[src/rtl/amr_pkg.sv]
// Shared types and constants for the alpha-map run-length decoder.
// Used by every module of the block; no dependencies.
package amr_pkg;

    // Configuration register indexes.
    localparam logic [1:0] CFG_DECODE_MODE = 2'd0;
    localparam logic [1:0] CFG_FIX_EDGES   = 2'd1;

    // Decode modes. Both codes with bit 1 set select run-length decoding.
    localparam logic [1:0] MODE_PACKED  = 2'd0;
    localparam logic [1:0] MODE_PLAIN   = 2'd1;
    localparam logic [1:0] MODE_RLE     = 2'd2;
    localparam logic [1:0] MODE_RLE_ALT = 2'd3;

    localparam logic [7:0] RLE_REPEAT_BIT = 8'h80;
    localparam int         QUEUE_DEPTH    = 4;

    typedef enum logic [1:0] {
        PH_COMMAND,
        PH_RUN_VALUE,
        PH_LITERAL
    } t_phase;

    // Work for the back end: a run of one value, a pair of values, or a tick.
    typedef enum logic [1:0] {
        OP_RUN,
        OP_PAIR,
        OP_TICK
    } t_op;

    typedef struct packed {
        t_op        op;
        logic [6:0] count;
        logic [7:0] v0;
        logic [7:0] v1;
    } t_q_entry;

    typedef struct packed {
        logic full;
        logic empty;
    } t_q_status;

    typedef struct packed {
        logic [8:0]  word_index;
        logic [63:0] pixels;
        logic        last_word;
        logic        complete;
    } t_out_word;

endpackage

[src/rtl/amr_ifs.sv]
// Valid/ready channel interfaces of the alpha-map decoder: raw input,
// output words and configuration writes. No dependencies.
interface amr_in_if;
    logic       valid;
    logic       ready;
    logic       cmd;
    logic [7:0] raw_byte;

    modport source (output valid, output cmd, output raw_byte, input ready);
    modport sink   (input valid, input cmd, input raw_byte, output ready);
endinterface

interface amr_out_if;
    logic        valid;
    logic        ready;
    logic [8:0]  word_index;
    logic [63:0] pixels;
    logic        last_word;
    logic        complete;

    modport source (output valid, output word_index, output pixels, output last_word,
                    output complete, input ready);
    modport sink   (input valid, input word_index, input pixels, input last_word,
                    input complete, output ready);
endinterface

interface amr_cfg_if;
    logic       valid;
    logic       ready;
    logic [1:0] index;
    logic [7:0] data;

    modport source (output valid, output index, output data, input ready);
    modport sink   (input valid, input index, input data, output ready);
endinterface

[src/rtl/alpha_map_rle_decoder.sv]
// Top level of the alpha-map run-length decoder: configuration registers and
// the front end, work queue and back end. Depends on amr_pkg, amr_ifs and the amr_ modules.
//
// Usage. Raw requests arrive on i_in: cmd 0 carries a source byte, cmd 1 is a
// tick that ends the raw data and flushes one zero-padded word per tick. Words
// of eight pixels leave on o_out in row-major order; last_word marks the final
// word and complete is set there if the data alone filled the whole map.
// Configuration writes on i_cfg (index 0 decode mode, index 1 edge fix) are
// taken in any cycle out of reset and are meant to be made while the block is idle.
//
// Throughput. The front end takes one request a cycle while the four-entry
// queue has room. The back end places one pixel a cycle unless that pixel ends a
// word while o_out stalls; a request gives one pixel in plain mode, two in packed
// mode and n for a run of n; run-length command bytes give no back-end work, a
// tick emits a word. A word reaches o_out through the queue and the output register.
//
// Reset clears the parse state, the pixel count and the output valid flag and keeps
// i_in and i_cfg not ready; the edge-fix row buffer is always written before it is
// read. When o_out stalls, the finished word waits in the output register, the back
// end fills the next word, then the queue fills and i_in.ready drops.
module alpha_map_rle_decoder #(
    parameter int MAP_SIDE = 64
) (
    input  logic      i_clk,
    input  logic      i_rst_n,
    amr_cfg_if.sink   i_cfg,
    amr_in_if.sink    i_in,
    amr_out_if.source o_out
);
    import amr_pkg::*;

    logic [1:0] r_decode_mode;
    logic       r_fix_edges;
    logic       push, pop;
    t_q_entry   push_entry, head;
    t_q_status  q_status;

    // Configuration writes are taken whenever reset is released; indexes beyond
    // the list are ignored.
    assign i_cfg.ready = i_rst_n;

    always_ff @(posedge i_clk) begin
        if (!i_rst_n) begin
            r_decode_mode <= MODE_PACKED;
            r_fix_edges   <= 1'b0;
        end else if (i_cfg.valid) begin
            if (i_cfg.index == CFG_DECODE_MODE) begin
                r_decode_mode <= i_cfg.data[1:0];
            end else if (i_cfg.index == CFG_FIX_EDGES) begin
                r_fix_edges <= i_cfg.data[0];
            end
        end
    end

    // The front end decodes each request under the mode current at that request.
    amr_front u_front (
        .i_clk      (i_clk),
        .i_rst_n    (i_rst_n),
        .i_mode     (r_decode_mode),
        .i_in       (i_in),
        .i_q_status (q_status),
        .o_push     (push),
        .o_entry    (push_entry)
    );

    amr_queue u_queue (
        .i_clk    (i_clk),
        .i_rst_n  (i_rst_n),
        .i_push   (push),
        .i_entry  (push_entry),
        .i_pop    (pop),
        .o_head   (head),
        .o_status (q_status)
    );

    // The back end owns the pixel count, word assembly and the edge fix.
    amr_back #(
        .MAP_SIDE (MAP_SIDE)
    ) u_back (
        .i_clk       (i_clk),
        .i_rst_n     (i_rst_n),
        .i_fix_edges (r_fix_edges),
        .i_head      (head),
        .i_q_status  (q_status),
        .o_pop       (pop),
        .o_out       (o_out)
    );

endmodule

[src/rtl/amr_front.sv]
// Front end: accepts input requests, tracks the run-length parse state and
// turns each request into a work entry for the queue. Depends on amr_pkg, amr_ifs.
module amr_front (
    input  logic               i_clk,
    input  logic               i_rst_n,
    input  logic [1:0]         i_mode,
    amr_in_if.sink             i_in,
    input  amr_pkg::t_q_status i_q_status,
    output logic               o_push,
    output amr_pkg::t_q_entry  o_entry
);
    import amr_pkg::*;

    t_phase     r_phase, n_phase;
    logic [6:0] r_literal_left, n_literal_left;
    logic [6:0] r_run_length, n_run_length;
    logic       r_raw_ended, n_raw_ended;
    logic       accept;

    // No request is taken while reset is held.
    assign i_in.ready = i_rst_n && !i_q_status.full;
    assign accept     = i_in.valid && i_in.ready;

    always_ff @(posedge i_clk) begin
        if (!i_rst_n) begin
            r_phase        <= PH_COMMAND;
            r_literal_left <= '0;
            r_run_length   <= '0;
            r_raw_ended    <= 1'b0;
        end else begin
            r_phase        <= n_phase;
            r_literal_left <= n_literal_left;
            r_run_length   <= n_run_length;
            r_raw_ended    <= n_raw_ended;
        end
    end

    always_comb begin
        n_phase        = r_phase;
        n_literal_left = r_literal_left;
        n_run_length   = r_run_length;
        n_raw_ended    = r_raw_ended;
        o_push         = 1'b0;
        o_entry.op     = OP_RUN;
        o_entry.count  = 7'd1;
        o_entry.v0     = i_in.raw_byte;
        o_entry.v1     = i_in.raw_byte;
        if (accept) begin
            if (i_in.cmd) begin
                n_raw_ended = 1'b1;
                o_push      = 1'b1;
                o_entry.op  = OP_TICK;
            end else if (!r_raw_ended) begin
                unique case (i_mode) inside
                    MODE_RLE, MODE_RLE_ALT: begin
                        unique case (r_phase)
                            PH_RUN_VALUE: begin
                                // A zero-length run swallows its value byte.
                                o_push        = (r_run_length != 7'd0);
                                o_entry.count = r_run_length;
                                n_run_length  = '0;
                                n_phase       = PH_COMMAND;
                            end
                            PH_LITERAL: begin
                                o_push         = 1'b1;
                                n_literal_left = r_literal_left - 7'd1;
                                if (r_literal_left == 7'd1) begin
                                    n_phase = PH_COMMAND;
                                end
                            end
                            default: begin
                                if ((i_in.raw_byte & RLE_REPEAT_BIT) != 8'd0) begin
                                    n_run_length = i_in.raw_byte[6:0];
                                    n_phase      = PH_RUN_VALUE;
                                end else if (i_in.raw_byte[6:0] != 7'd0) begin
                                    n_literal_left = i_in.raw_byte[6:0];
                                    n_phase        = PH_LITERAL;
                                end
                            end
                        endcase
                    end
                    MODE_PLAIN: begin
                        o_push = 1'b1;
                    end
                    default: begin
                        // A nibble times 17 is the nibble written twice.
                        o_push     = 1'b1;
                        o_entry.op = OP_PAIR;
                        o_entry.v0 = {i_in.raw_byte[3:0], i_in.raw_byte[3:0]};
                        o_entry.v1 = {i_in.raw_byte[7:4], i_in.raw_byte[7:4]};
                    end
                endcase
            end
        end
    end

endmodule

[src/rtl/amr_queue.sv]
// Short work queue between the front and back ends of the decoder.
// Depends on amr_pkg.
module amr_queue (
    input  logic               i_clk,
    input  logic               i_rst_n,
    input  logic               i_push,
    input  amr_pkg::t_q_entry  i_entry,
    input  logic               i_pop,
    output amr_pkg::t_q_entry  o_head,
    output amr_pkg::t_q_status o_status
);
    import amr_pkg::*;

    localparam int PW = $clog2(QUEUE_DEPTH);

    t_q_entry        r_mem [QUEUE_DEPTH];
    logic [PW-1:0]   r_wr_ptr, r_rd_ptr;
    logic [PW:0]     r_count;
    logic            do_push, do_pop;

    assign o_status.full  = (r_count == (PW+1)'(QUEUE_DEPTH));
    assign o_status.empty = (r_count == '0);
    assign do_push        = i_push && !o_status.full;
    assign do_pop         = i_pop && !o_status.empty;
    assign o_head         = r_mem[r_rd_ptr];

    always_ff @(posedge i_clk) begin
        if (!i_rst_n) begin
            r_wr_ptr <= '0;
            r_rd_ptr <= '0;
            r_count  <= '0;
        end else begin
            if (do_push) begin
                r_wr_ptr <= r_wr_ptr + 1'b1;
            end
            if (do_pop) begin
                r_rd_ptr <= r_rd_ptr + 1'b1;
            end
            if (do_push && !do_pop) begin
                r_count <= r_count + 1'b1;
            end else if (do_pop && !do_push) begin
                r_count <= r_count - 1'b1;
            end
        end
    end

    always_ff @(posedge i_clk) begin
        if (do_push) begin
            r_mem[r_wr_ptr] <= i_entry;
        end
    end

endmodule

[src/rtl/amr_back.sv]
// Back end: fills words one pixel a cycle unless o_out stalls, applies the edge fix
// and holds each finished word in the output register. Depends on amr_pkg, amr_ifs.
module amr_back #(
    parameter int MAP_SIDE = 64
) (
    input  logic               i_clk,
    input  logic               i_rst_n,
    input  logic               i_fix_edges,
    input  amr_pkg::t_q_entry  i_head,
    input  amr_pkg::t_q_status i_q_status,
    output logic               o_pop,
    amr_out_if.source          o_out
);
    import amr_pkg::*;

    localparam int WPR       = MAP_SIDE / 8;
    localparam int NWORDS    = MAP_SIDE * MAP_SIDE / 8;
    localparam int IW        = $clog2(NWORDS);
    localparam int RW        = $clog2(MAP_SIDE);
    localparam int CW        = (WPR > 1) ? $clog2(WPR) : 1;
    localparam int BUF_DEPTH = 1 << CW;

    logic [63:0]   r_asm, n_asm, asm_put;
    logic [2:0]    r_slot;
    logic [6:0]    r_sub;
    logic [IW-1:0] r_widx;
    logic [RW-1:0] r_row;
    logic [CW-1:0] r_col;
    logic          r_done;
    logic [63:0]   r_row_buf [BUF_DEPTH];
    t_out_word     r_out;
    logic          r_out_valid;

    logic          can_emit, emit, put, from_put, last_pixel, is_last;
    logic [7:0]    pix_val;
    logic [63:0]   emit_data, fixed_px;

    assign can_emit = !r_out_valid || o_out.ready;
    assign pix_val  = (i_head.op == OP_PAIR && r_sub[0]) ? i_head.v1 : i_head.v0;
    assign is_last  = (r_widx == IW'(NWORDS - 1));

    always_comb begin
        asm_put                 = r_asm;
        asm_put[r_slot*8 +: 8]  = pix_val;
    end

    always_comb begin
        o_pop      = 1'b0;
        emit       = 1'b0;
        put        = 1'b0;
        from_put   = 1'b0;
        emit_data  = r_asm;
        last_pixel = 1'b0;
        if (!i_q_status.empty) begin
            if (r_done) begin
                // The map is finished: everything left is dropped.
                o_pop = 1'b1;
            end else begin
                unique case (i_head.op)
                    OP_TICK: begin
                        if (can_emit) begin
                            emit  = 1'b1;
                            o_pop = 1'b1;
                        end
                    end
                    OP_RUN, OP_PAIR: begin
                        if (r_slot != 3'd7 || can_emit) begin
                            put        = 1'b1;
                            last_pixel = (i_head.op == OP_PAIR) ? r_sub[0]
                                       : (r_sub == i_head.count - 7'd1);
                            o_pop      = last_pixel;
                            if (r_slot == 3'd7) begin
                                emit      = 1'b1;
                                from_put  = 1'b1;
                                emit_data = asm_put;
                            end
                        end
                    end
                    default: begin
                        o_pop = 1'b1;
                    end
                endcase
            end
        end
    end

    always_comb begin
        fixed_px = emit_data;
        if (i_fix_edges) begin
            if (r_row == RW'(MAP_SIDE - 1)) begin
                fixed_px = r_row_buf[r_col];
            end
            if (r_col == CW'(WPR - 1)) begin
                fixed_px[63:56] = fixed_px[55:48];
            end
        end
    end

    always_comb begin
        n_asm = r_asm;
        if (emit) begin
            n_asm = '0;
        end else if (put) begin
            n_asm = asm_put;
        end
    end

    always_ff @(posedge i_clk) begin
        if (!i_rst_n) begin
            r_asm       <= '0;
            r_slot      <= '0;
            r_sub       <= '0;
            r_widx      <= '0;
            r_row       <= '0;
            r_col       <= '0;
            r_done      <= 1'b0;
            r_out_valid <= 1'b0;
        end else begin
            r_asm <= n_asm;
            if (o_pop) begin
                r_sub <= '0;
            end else if (put) begin
                r_sub <= r_sub + 7'd1;
            end
            if (emit) begin
                r_slot <= '0;
            end else if (put) begin
                r_slot <= r_slot + 3'd1;
            end
            if (emit) begin
                r_widx <= r_widx + 1'b1;
                if (r_col == CW'(WPR - 1)) begin
                    r_col <= '0;
                    r_row <= r_row + 1'b1;
                end else begin
                    r_col <= r_col + 1'b1;
                end
                if (is_last) begin
                    r_done <= 1'b1;
                end
            end
            if (emit) begin
                r_out_valid <= 1'b1;
            end else if (o_out.ready) begin
                r_out_valid <= 1'b0;
            end
        end
    end

    always_ff @(posedge i_clk) begin
        if (emit) begin
            r_out.word_index <= 9'(r_widx);
            r_out.pixels     <= fixed_px;
            r_out.last_word  <= is_last;
            r_out.complete   <= is_last && from_put;
            if (r_row == RW'(MAP_SIDE - 2)) begin
                r_row_buf[r_col] <= emit_data;
            end
        end
    end

    assign o_out.valid      = r_out_valid;
    assign o_out.word_index = r_out.word_index;
    assign o_out.pixels     = r_out.pixels;
    assign o_out.last_word  = r_out.last_word;
    assign o_out.complete   = r_out.complete;

endmodule
[src/flat_wrapper.sv]
// flat-port wrapper written by rule: the top's interface ports become plain ports
module alpha_map_rle_decoder_flat import amr_pkg::*;
#(
    parameter int MAP_SIDE = 64
)
  (i_clk, i_rst_n, i_cfg_valid, i_cfg_index, i_cfg_data, i_cfg_ready, i_in_valid, i_in_cmd, i_in_raw_byte, i_in_ready, o_out_valid, o_out_word_index, o_out_pixels, o_out_last_word, o_out_complete, o_out_ready);
  amr_cfg_if i_cfg_i ();
  amr_in_if i_in_i ();
  amr_out_if o_out_i ();
  input  logic i_clk;
  input  logic i_rst_n;
  input wire logic [$bits(i_cfg_i.valid)-1:0] i_cfg_valid;
  input wire logic [$bits(i_cfg_i.index)-1:0] i_cfg_index;
  input wire logic [$bits(i_cfg_i.data)-1:0] i_cfg_data;
  output wire logic [$bits(i_cfg_i.ready)-1:0] i_cfg_ready;
  input wire logic [$bits(i_in_i.valid)-1:0] i_in_valid;
  input wire logic [$bits(i_in_i.cmd)-1:0] i_in_cmd;
  input wire logic [$bits(i_in_i.raw_byte)-1:0] i_in_raw_byte;
  output wire logic [$bits(i_in_i.ready)-1:0] i_in_ready;
  output wire logic [$bits(o_out_i.valid)-1:0] o_out_valid;
  output wire logic [$bits(o_out_i.word_index)-1:0] o_out_word_index;
  output wire logic [$bits(o_out_i.pixels)-1:0] o_out_pixels;
  output wire logic [$bits(o_out_i.last_word)-1:0] o_out_last_word;
  output wire logic [$bits(o_out_i.complete)-1:0] o_out_complete;
  input wire logic [$bits(o_out_i.ready)-1:0] o_out_ready;
  assign i_cfg_i.valid = i_cfg_valid;
  assign i_cfg_i.index = i_cfg_index;
  assign i_cfg_i.data = i_cfg_data;
  assign i_cfg_ready = i_cfg_i.ready;
  assign i_in_i.valid = i_in_valid;
  assign i_in_i.cmd = i_in_cmd;
  assign i_in_i.raw_byte = i_in_raw_byte;
  assign i_in_ready = i_in_i.ready;
  assign o_out_valid = o_out_i.valid;
  assign o_out_word_index = o_out_i.word_index;
  assign o_out_pixels = o_out_i.pixels;
  assign o_out_last_word = o_out_i.last_word;
  assign o_out_complete = o_out_i.complete;
  assign o_out_i.ready = o_out_ready;
  alpha_map_rle_decoder #(.MAP_SIDE(MAP_SIDE)) u_core (.i_clk(i_clk), .i_rst_n(i_rst_n), .i_cfg(i_cfg_i), .i_in(i_in_i), .o_out(o_out_i));
endmodule
[config.mk]
export PLATFORM = sky130hd
export DESIGN_NAME = alpha_map_rle_decoder_flat
export DESIGN_NICKNAME = d
export VERILOG_FILES = /design/src/rtl/amr_pkg.sv /design/src/rtl/amr_ifs.sv /design/src/rtl/alpha_map_rle_decoder.sv /design/src/rtl/amr_front.sv /design/src/rtl/amr_queue.sv /design/src/rtl/amr_back.sv /design/src/flat_wrapper.sv
export SDC_FILE = /design/constraint.sdc
export NUM_CORES = 1
export LEC_CHECK = 0
export BUFFER_PORTS_ARGS = -buffer_cell sky130_fd_sc_hd__buf_4
export CORE_MARGIN = 1.5
export CORE_UTILIZATION = 31
export CTS_CLUSTER_SIZE = 40
export DETAILED_ROUTE_END_ITERATION = 6
export GPL_TIMING_DRIVEN = 0
export PLACE_DENSITY = 0.46
export SKIP_LAST_GASP = 1
export SLEW_MARGIN = 20
export SYNTH_ARGS = -nofsm -noshare
export SYNTH_HDL_FRONTEND = slang
export SYNTH_SLANG_ARGS = --single-unit
[constraint.sdc]
create_clock -name i_clk -period 20 [get_ports i_clk]
set_input_delay 3 -clock i_clk [delete_from_list [all_inputs] [get_ports i_clk]]
set_output_delay 3 -clock i_clk [all_outputs]
set_load 0.02 [all_outputs]
## Word-level counts from Yosys, hierarchy flattened

Memory sizes are Yosys's and may differ from the RTL's. A register that Yosys moved wholly into a read port is not among the register bits.
Cells that the tools add are included.

- Mux-type cells: 64
- Shift operators: 2
- Add/subtract/negate cells: 12
- Reduce and logical (&&, ||, !) cells: 38
- Bitwise operators: 6
- Equal/unequal tests: 19

Operator list:

| cell | count |
|---|---|
| 64-bit 2-to-1 mux | 7 |
| 64-bit bitwise mux | 1 |
| 8-bit by 34-bit variable shift with 64-bit output, first input constant | 1 |
| 8-bit by 34-bit variable part select with 64-bit output | 1 |
| 7-bit 2-to-1 mux | 5 |
| 6-bit negation with 34-bit output | 1 |
| 1-bit 2-to-1 mux | 28 |
| 7-bit case mux with 2 select lines | 2 |
| 25-bit 2-to-1 mux | 1 |
| 24-bit 2-to-1 mux | 1 |
| 23-bit 2-to-1 mux | 1 |
| 16-bit 2-to-1 mux | 1 |
| 8-bit 2-to-1 mux | 2 |
| 3-bit 2-to-1 mux | 5 |
| 7-bit nonzero test | 2 |
| 7-bit by 1-bit subtractor with 7-bit output, second input constant | 2 |
| 6-bit equality test, second input constant | 2 |
| 2-bit 2-to-1 mux | 6 |
| 6-bit AND reduction | 2 |
| 3-bit by 1-bit adder with 3-bit output, second input constant | 3 |
| 9-bit by 1-bit adder with 9-bit output, second input constant | 1 |
| 3-bit equality test, second input constant | 3 |
| 9-bit equality test, second input constant | 1 |
| 2-bit by 1-bit equality test with 1-bit output, second input constant | 4 |
| 25 further kinds | 58 |

- Memories kept: 2
- Flip-flop bits (word level): 196
- Memory bits (writable): 612
- Input bits: 24
- Word-level logic and storage cells: 164
- Output and inout bits: 78

Memories:

| memory | depth | bits a word | read ports | clocked after Yosys merged registers in | wr ports | line | source |
|---|---|---|---|---|---|---|---|
| u_core.u_back.r_row_buf | 8 | 64 | 1 | 1 | 1 | amr_back.sv:30 | `logic [63:0] r_row_buf [BUF_DEPTH];` |
| u_core.u_queue.r_mem | 4 | 25 | 1 | 1 | 1 | amr_queue.sv:16 | `t_q_entry r_mem [QUEUE_DEPTH];` |

## Depth between registers and ports, before layout

- Depth in word-level cells: 13
- Gate-level depth with buffers: 16
- Mapped depth without buffers: 15

## Cells and area by module

A second synthesis with hierarchy kept.

- Cells, all modules: 1902
- Area, all modules: 33220.6 sq um

By module, submodules not included:

| module | area an instance (sq um) | seq. area each (sq um) | times used | cells each |
|---|---|---|---|---|
| amr_back | 27690.3 | 19568.8 | 1 | 1553 |
| amr_queue | 4121.5 | 3183.1 | 1 | 179 |
| amr_front | 1266.2 | 340.3 | 1 | 156 |
| alpha_map_rle_decoder | 142.6 | 60.1 | 1 | 14 |

## Worst setup path after synthesis

OpenSTA, ideal clock, no wires.

- Path kind: input to register
- From: input port o_out_ready
- To: memory u_core.u_back.r_row_buf[0][0], enable pin
- Setup time: 0.565 ns
- Data required time: 19.435 ns
- Arrival: 10.847 ns
- Path slack: 8.588 ns
- Cell stages on the path: 7
- Buffers on the path: 1
- Cells stage by stage: nor2b_1 -> nor3_1 -> o211ai_2 -> inv_1 -> clkbuf_1 -> nand4b_1 -> nor3_1

- Word-level cells in the longest chain between the ends: 8
- Elaborated cells on any way between the ends: 9
- Those cells by class: 7 x mux; 2 x reduce/logical

RTL lines:

| what | line | source |
|---|---|---|
| from (decl) | flat_wrapper.sv:25 | `input wire logic [$bits(o_out_i.ready)-1:0] o_out_ready;` |
| 1-bit logical OR * | amr_back.sv:38 | `assign can_emit = !r_out_valid \|\| o_out.ready;` |
| 1-bit logical OR | amr_back.sv:67 | `if (r_slot != 3'd7 \|\| can_emit) begin` |
| 1-bit 2-to-1 mux | amr_back.sv:67 |  |
| 1-bit case mux with 2 select lines * | amr_back.sv:59 | `unique case (i_head.op)` |
| 1-bit 2-to-1 mux * | amr_back.sv:55 | `if (r_done) begin` |
| 1-bit 2-to-1 mux * | amr_back.sv:54 | `if (!i_q_status.empty) begin` |
| net u_core.u_back.emit | amr_back.sv:34 | `logic can_emit, emit, put, from_put, last_pixel, is_last;` |
| 1-bit 2-to-1 mux * | amr_back.sv:151 | `if (emit) begin` |
| 1-bit 2-to-1 mux (not written as such) * | amr_back.sv:157 | `r_row_buf[r_col] <= emit_data;` |
| to (decl) | amr_back.sv:30 |  |

Mark *: on every way through the listed nets, which the timed path passes. The rest lies on a longest branch.

## Worst setup path after layout

- From: input port i_rst_n
- To: output port i_in_ready

- Word-level cells in the longest chain between the ends: 1

RTL lines:

| what | line | source |
|---|---|---|
| from (decl) | flat_wrapper.sv:11 | `input logic i_rst_n;` |
| 1-bit logical AND | amr_front.sv:21 | `assign i_in.ready = i_rst_n && !i_q_status.full;` |
| to (decl) | flat_wrapper.sv:19 | `output wire logic [$bits(i_in_i.ready)-1:0] i_in_ready;` |

No other way between the ends.

==> summary by stage <==
Final layout
In the layout the commonest cells are sky130_fd_sc_hd__edfxtp_1, sky130_fd_sc_hd__mux4_2, sky130_fd_sc_hd__dfxtp_1. The antenna diode count is 0. Cells with a size suffix above 1 make up 24.6% of the layout. The post-route cell area is 39000 um^2. Leaving out fill and tap cells, the most frequent cell in the layout is sky130_fd_sc_hd__edfxtp_1. After the last flow step, the layout net total stands at 2223. Cells fill 37.2% of the core in the end. The number of filler cells placed in the layout is 9818.

Compared with the post-synthesis result, the final layout area differs by 19.1%.

Placement
The HPWL after detailed placement is 55500 um. The congestion estimate from routability-driven global placement came to 0.790. The cell area after placement is 36200 um^2.

The count of input and output buffers is 95.

Die
In this run the core area contains 119 standard-cell rows. The die span in y is 328 um. The floorplan step defined a die boundary enclosing 108000 um^2.

In this run the horizontal extent of the chip is 328 um. 102 I/O pins were placed. For this configuration, the core starts out at a cell density of 31.2%. The region available for standard cell placement spans 105000 um^2.

Pwr
The clock group share of total power is 38.2%. The analysis attributes to net switching a power of 1090 uW. Of the total power, registers draw 46.9%. The combinational cell fraction of total power is 14.9%. Net switching is 26.3% of the power. The internal portion of the total power is 3060 uW.

For this design the ratio of total power to cell area is 106 nW/um^2. The worst-case IR drop observed on VDD is 62.5 uV. The static power due to leakage is 0.0129 uW.

Timing
The smallest clock period supported by the final layout is computed as 7.39 ns. The count of final setup violators is 0. In the finished design, the share of the clock period the worst path needs comes to 36.9%.

The worst slack on hold paths is 0.454 ns. The final hold violation count is 0. Setup repair after global routing left no endpoint under its margin. The measured slew at the worst slew-check pin is 1.12 ns. The final setup TNS is 0 ns. The final number of max-transition violations is 0. The maximum clock frequency is 0.135 GHz. The relative slew slack is 25.5%.

The clock tree skew after final layout is 0.0319 ns.

Clock tree
The count of cells resized by post-cts repair is 0. Buffers inserted during clock tree synthesis total 91. The count of H-tree levels built during CTS is 3. The clock passes through at most 3 buffers. Clock latency on the worst-skew pair, taken at its later pin, is 0.66 ns.

TritonCTS built the clock tree. The clock root buffer is sky130_fd_sc_hd__clkbuf_16. Buffers added to address setup during post-CTS repair amount to 0. CTS saw 813 sinks. The number of hold-repair buffers added at the cts stage is 0. Clock-pin slew was measured on the worst setup and hold paths at 0.06 ns.

Routing
The number of violations reported at the end of detailed-routing iteration 0 is 1185. After detailed routing, the number of vias per cell comes to 4.85. In the routed design, unresolved DRC markers number 0. The post-detailed-route count of antenna-violating nets is 0. The routed length per placed instance is 22.3 um.

The total number of vias is 17600. The first detailed-routing pass took 5 iterations. The post-detailed-routing wire length is 81200 um.

Yosys
The unique cell type count in the Yosys netlist is 66. The share of Yosys cell area claimed by the top area cell type is 63.0%. The net count of the mapped netlist is 1984.

Synthesis produced a netlist whose cell count is 1935. For this run, the leading register cell type out of synthesis is sky130_fd_sc_hd__edfxtp_1. The synthesized design contains 687 enable-type register cells. Counting flops and latches in the post-synthesis netlist gives 813.

By area the synthesized netlist is led by sky130_fd_sc_hd__edfxtp_1, sky130_fd_sc_hd__mux4_2, sky130_fd_sc_hd__dfxtp_1. After synthesis the cells add up to 32800 um^2. For this run, asynchronously set or reset flops after synthesis account for 0%. The sequential-to-total area share from yosys stat is 70.7%. The total of warnings raised by yosys is 0. Each instance of the synthesized netlist takes up on average 16.9 um^2. The biggest area contributor in the post-synthesis netlist is sky130_fd_sc_hd__edfxtp_1.

Run
The tool flagged a number of max-cap violations equal to 0.

Critical path
The launching element type of the critical path is an input port. The longest individual stage delay on the worst path is 0.51 ns. At the worst endpoint, the arrival time is 4.39 ns. The critical path is of the in2out type. The critical path goes through buf_4, clkbuf_1, clkbuf_1, o31a_1, buf_4. The critical path data required time is 17.00 ns. The library cell contributing the largest single delay on the critical path is sky130_fd_sc_hd__clkbuf_1. The maximum fanout along the worst path is 10.

The cell family contributing the most delay on the critical path is buffers and inverters. The critical path contains buffers and inverters numbering 4 combined. The nature of the critical path endpoint is an output port.

GRT
The largest net degree at the start of global routing is 45. Summed over all layers, the global routing overflow is 0. The number of antenna violations at the first check in global routing was 1. The wire length of the first global-routing pass is 120000 um. The overall track demand over capacity in global routing is 15.1%. The via count of the first global-routing pass is 18400.

Outcome
The flow ran to the end, and the final reports show no timing, DRC or antenna violations.

Worst hold path
The path category of the worst min-delay check is reg2reg.
-- path summary, 6_finish.rpt --
| path | cells past startpoint | slack (ns) | startpoint | end |
|---|---|---|---|---|
| hold reg to reg | 2 | 0.45 | u_core.u_back.r_asm[45]$_SDFFE_PP0P_ | u_core.u_back.r_asm[45]$_SDFFE_PP0P_ |
| setup / recovery | 5 | 12.61 | i_rst_n | i_in_ready |
| hold / removal | 2 | 0.45 | u_core.u_back.r_asm[45]$_SDFFE_PP0P_ | u_core.u_back.r_asm[45]$_SDFFE_PP0P_ |
| setup reg to reg | 14 | 15.27 | flip-flop | u_core.u_back.r_row_buf[0][35]$_DFFE_PP_ |
-- cells by family after synthesis --
family,count (synthesis),synth area share [%]
compound gates,187,3.28
xor+xnor,28,0.749
fa+ha+maj,25,0.978
buf+inv,124,1.54
flops,813,70.7
mux,336,16.4
simple gates,422,6.33
-- worst min-delay path, delay by kind of cell, from the launching register on --
| kind | cells | cell delay (ns) |
|---|---|---|
| compound gates | 1 | 0.05 |
| simple gates | 1 | 0.05 |
| flops | 1 | 0.30 |
-- cell usage after synthesis (7+ instances only) --
master                     count
sky130_fd_sc_hd__and2_1       31
sky130_fd_sc_hd__xor2_1        7
sky130_fd_sc_hd__xnor2_1      21
sky130_fd_sc_hd__mux2_2       75
sky130_fd_sc_hd__edfxtp_1    687
sky130_fd_sc_hd__a21oi_1     111
sky130_fd_sc_hd__mux2i_1     108
sky130_fd_sc_hd__dfxtp_1     126
sky130_fd_sc_hd__nor2_1      131
sky130_fd_sc_hd__ha_1         24
sky130_fd_sc_hd__or3_1         8
sky130_fd_sc_hd__nor3_1       33
sky130_fd_sc_hd__nor2b_1      14
sky130_fd_sc_hd__inv_1        24
sky130_fd_sc_hd__o21ai_0      28
sky130_fd_sc_hd__clkbuf_1     65
sky130_fd_sc_hd__nand2_1     108
sky130_fd_sc_hd__and3_1       12
sky130_fd_sc_hd__mux4_2      149
sky130_fd_sc_hd__buf_2        12
sky130_fd_sc_hd__nand3_1      36
sky130_fd_sc_hd__buf_1        18
sky130_fd_sc_hd__a21boi_0     14
sky130_fd_sc_hd__nand4_1       8
sky130_fd_sc_hd__nand2b_1      7
-- power groups by stage --
stage | Combinational [uW] | Clock, uW | Sequential, uW
finish | 616 | 1580 | 1950
global route | 667 | 1690 | 1950
CTS | 632 | 1630 | 1950
detailed placement | 630 | 0 | 1980
global placement | 609 | 0 | 1990
floorplan | 332 | 0 | 2040
-- per-layer routing --
metal	global-route usage (%)	part of all wire [%]	vias up
met2	25.8	50	352
li1	-	-	8047
met1	19.9	44	9120
met4	3.86	1.8	0
met3	2.45	4.2	103
met5	0	0	-
-- layout make-up --
cell class / instances / area, um^2 / share of cell area [%]
buffer: 99 / 419 / 1.07
clock buffer: 118 / 2450 / 6.28
sequential: 813 / 23200 / 59.4
multi-input combinational: 998 / 9180 / 23.5
clock inverter: 47 / 370 / 0.950
inverter: 25 / 93.8 / 0.241
timing repair buffer: 146 / 1600 / 4.10
tap: 1391 / 1740 / 4.46
-- metrics by stage --
step	power (uW)	std cells	setup WS, ns
floorplan	2370	1935	8.59
global placement	2600	3421	0.803
detailed placement	2610	3472	12.54
CTS	4210	3637	12.53
global route	4310	3637	12.47
finish	4150	3637	12.61
-- state kept, by name, indices dropped and copies added (netlist names), named ones only --
| signal | cells |
|---|---|
| u_core.u_back.o_out.complete | 1 |
| u_core.u_back.o_out.word_index | 9 |
| u_core.u_front.r_phase | 2 |
| u_core.u_queue.r_rd_ptr | 2 |
| u_core.r_decode_mode | 2 |
| u_core.u_back.r_row_buf | 512 |
| u_core.u_queue.r_wr_ptr | 2 |
| u_core.u_back.o_out.valid | 1 |
| u_core.u_back.o_out.last_word | 1 |
| u_core.r_fix_edges | 1 |
| u_core.u_front.r_literal_left | 7 |
| u_core.u_queue.r_count | 3 |
| u_core.u_front.r_run_length | 7 |
| u_core.u_back.r_widx | 9 |
| u_core.u_back.r_done | 1 |
| u_core.u_back.r_col | 3 |
| u_core.u_back.r_asm | 64 |
| u_core.u_back.r_row | 6 |
| u_core.u_front.r_raw_ended | 1 |
| u_core.u_back.r_slot | 3 |
| u_core.u_queue.r_mem | 100 |
| u_core.u_back.r_sub | 7 |
| u_core.u_back.o_out.pixels | 64 |
Power figures use the tool's default switching activity.
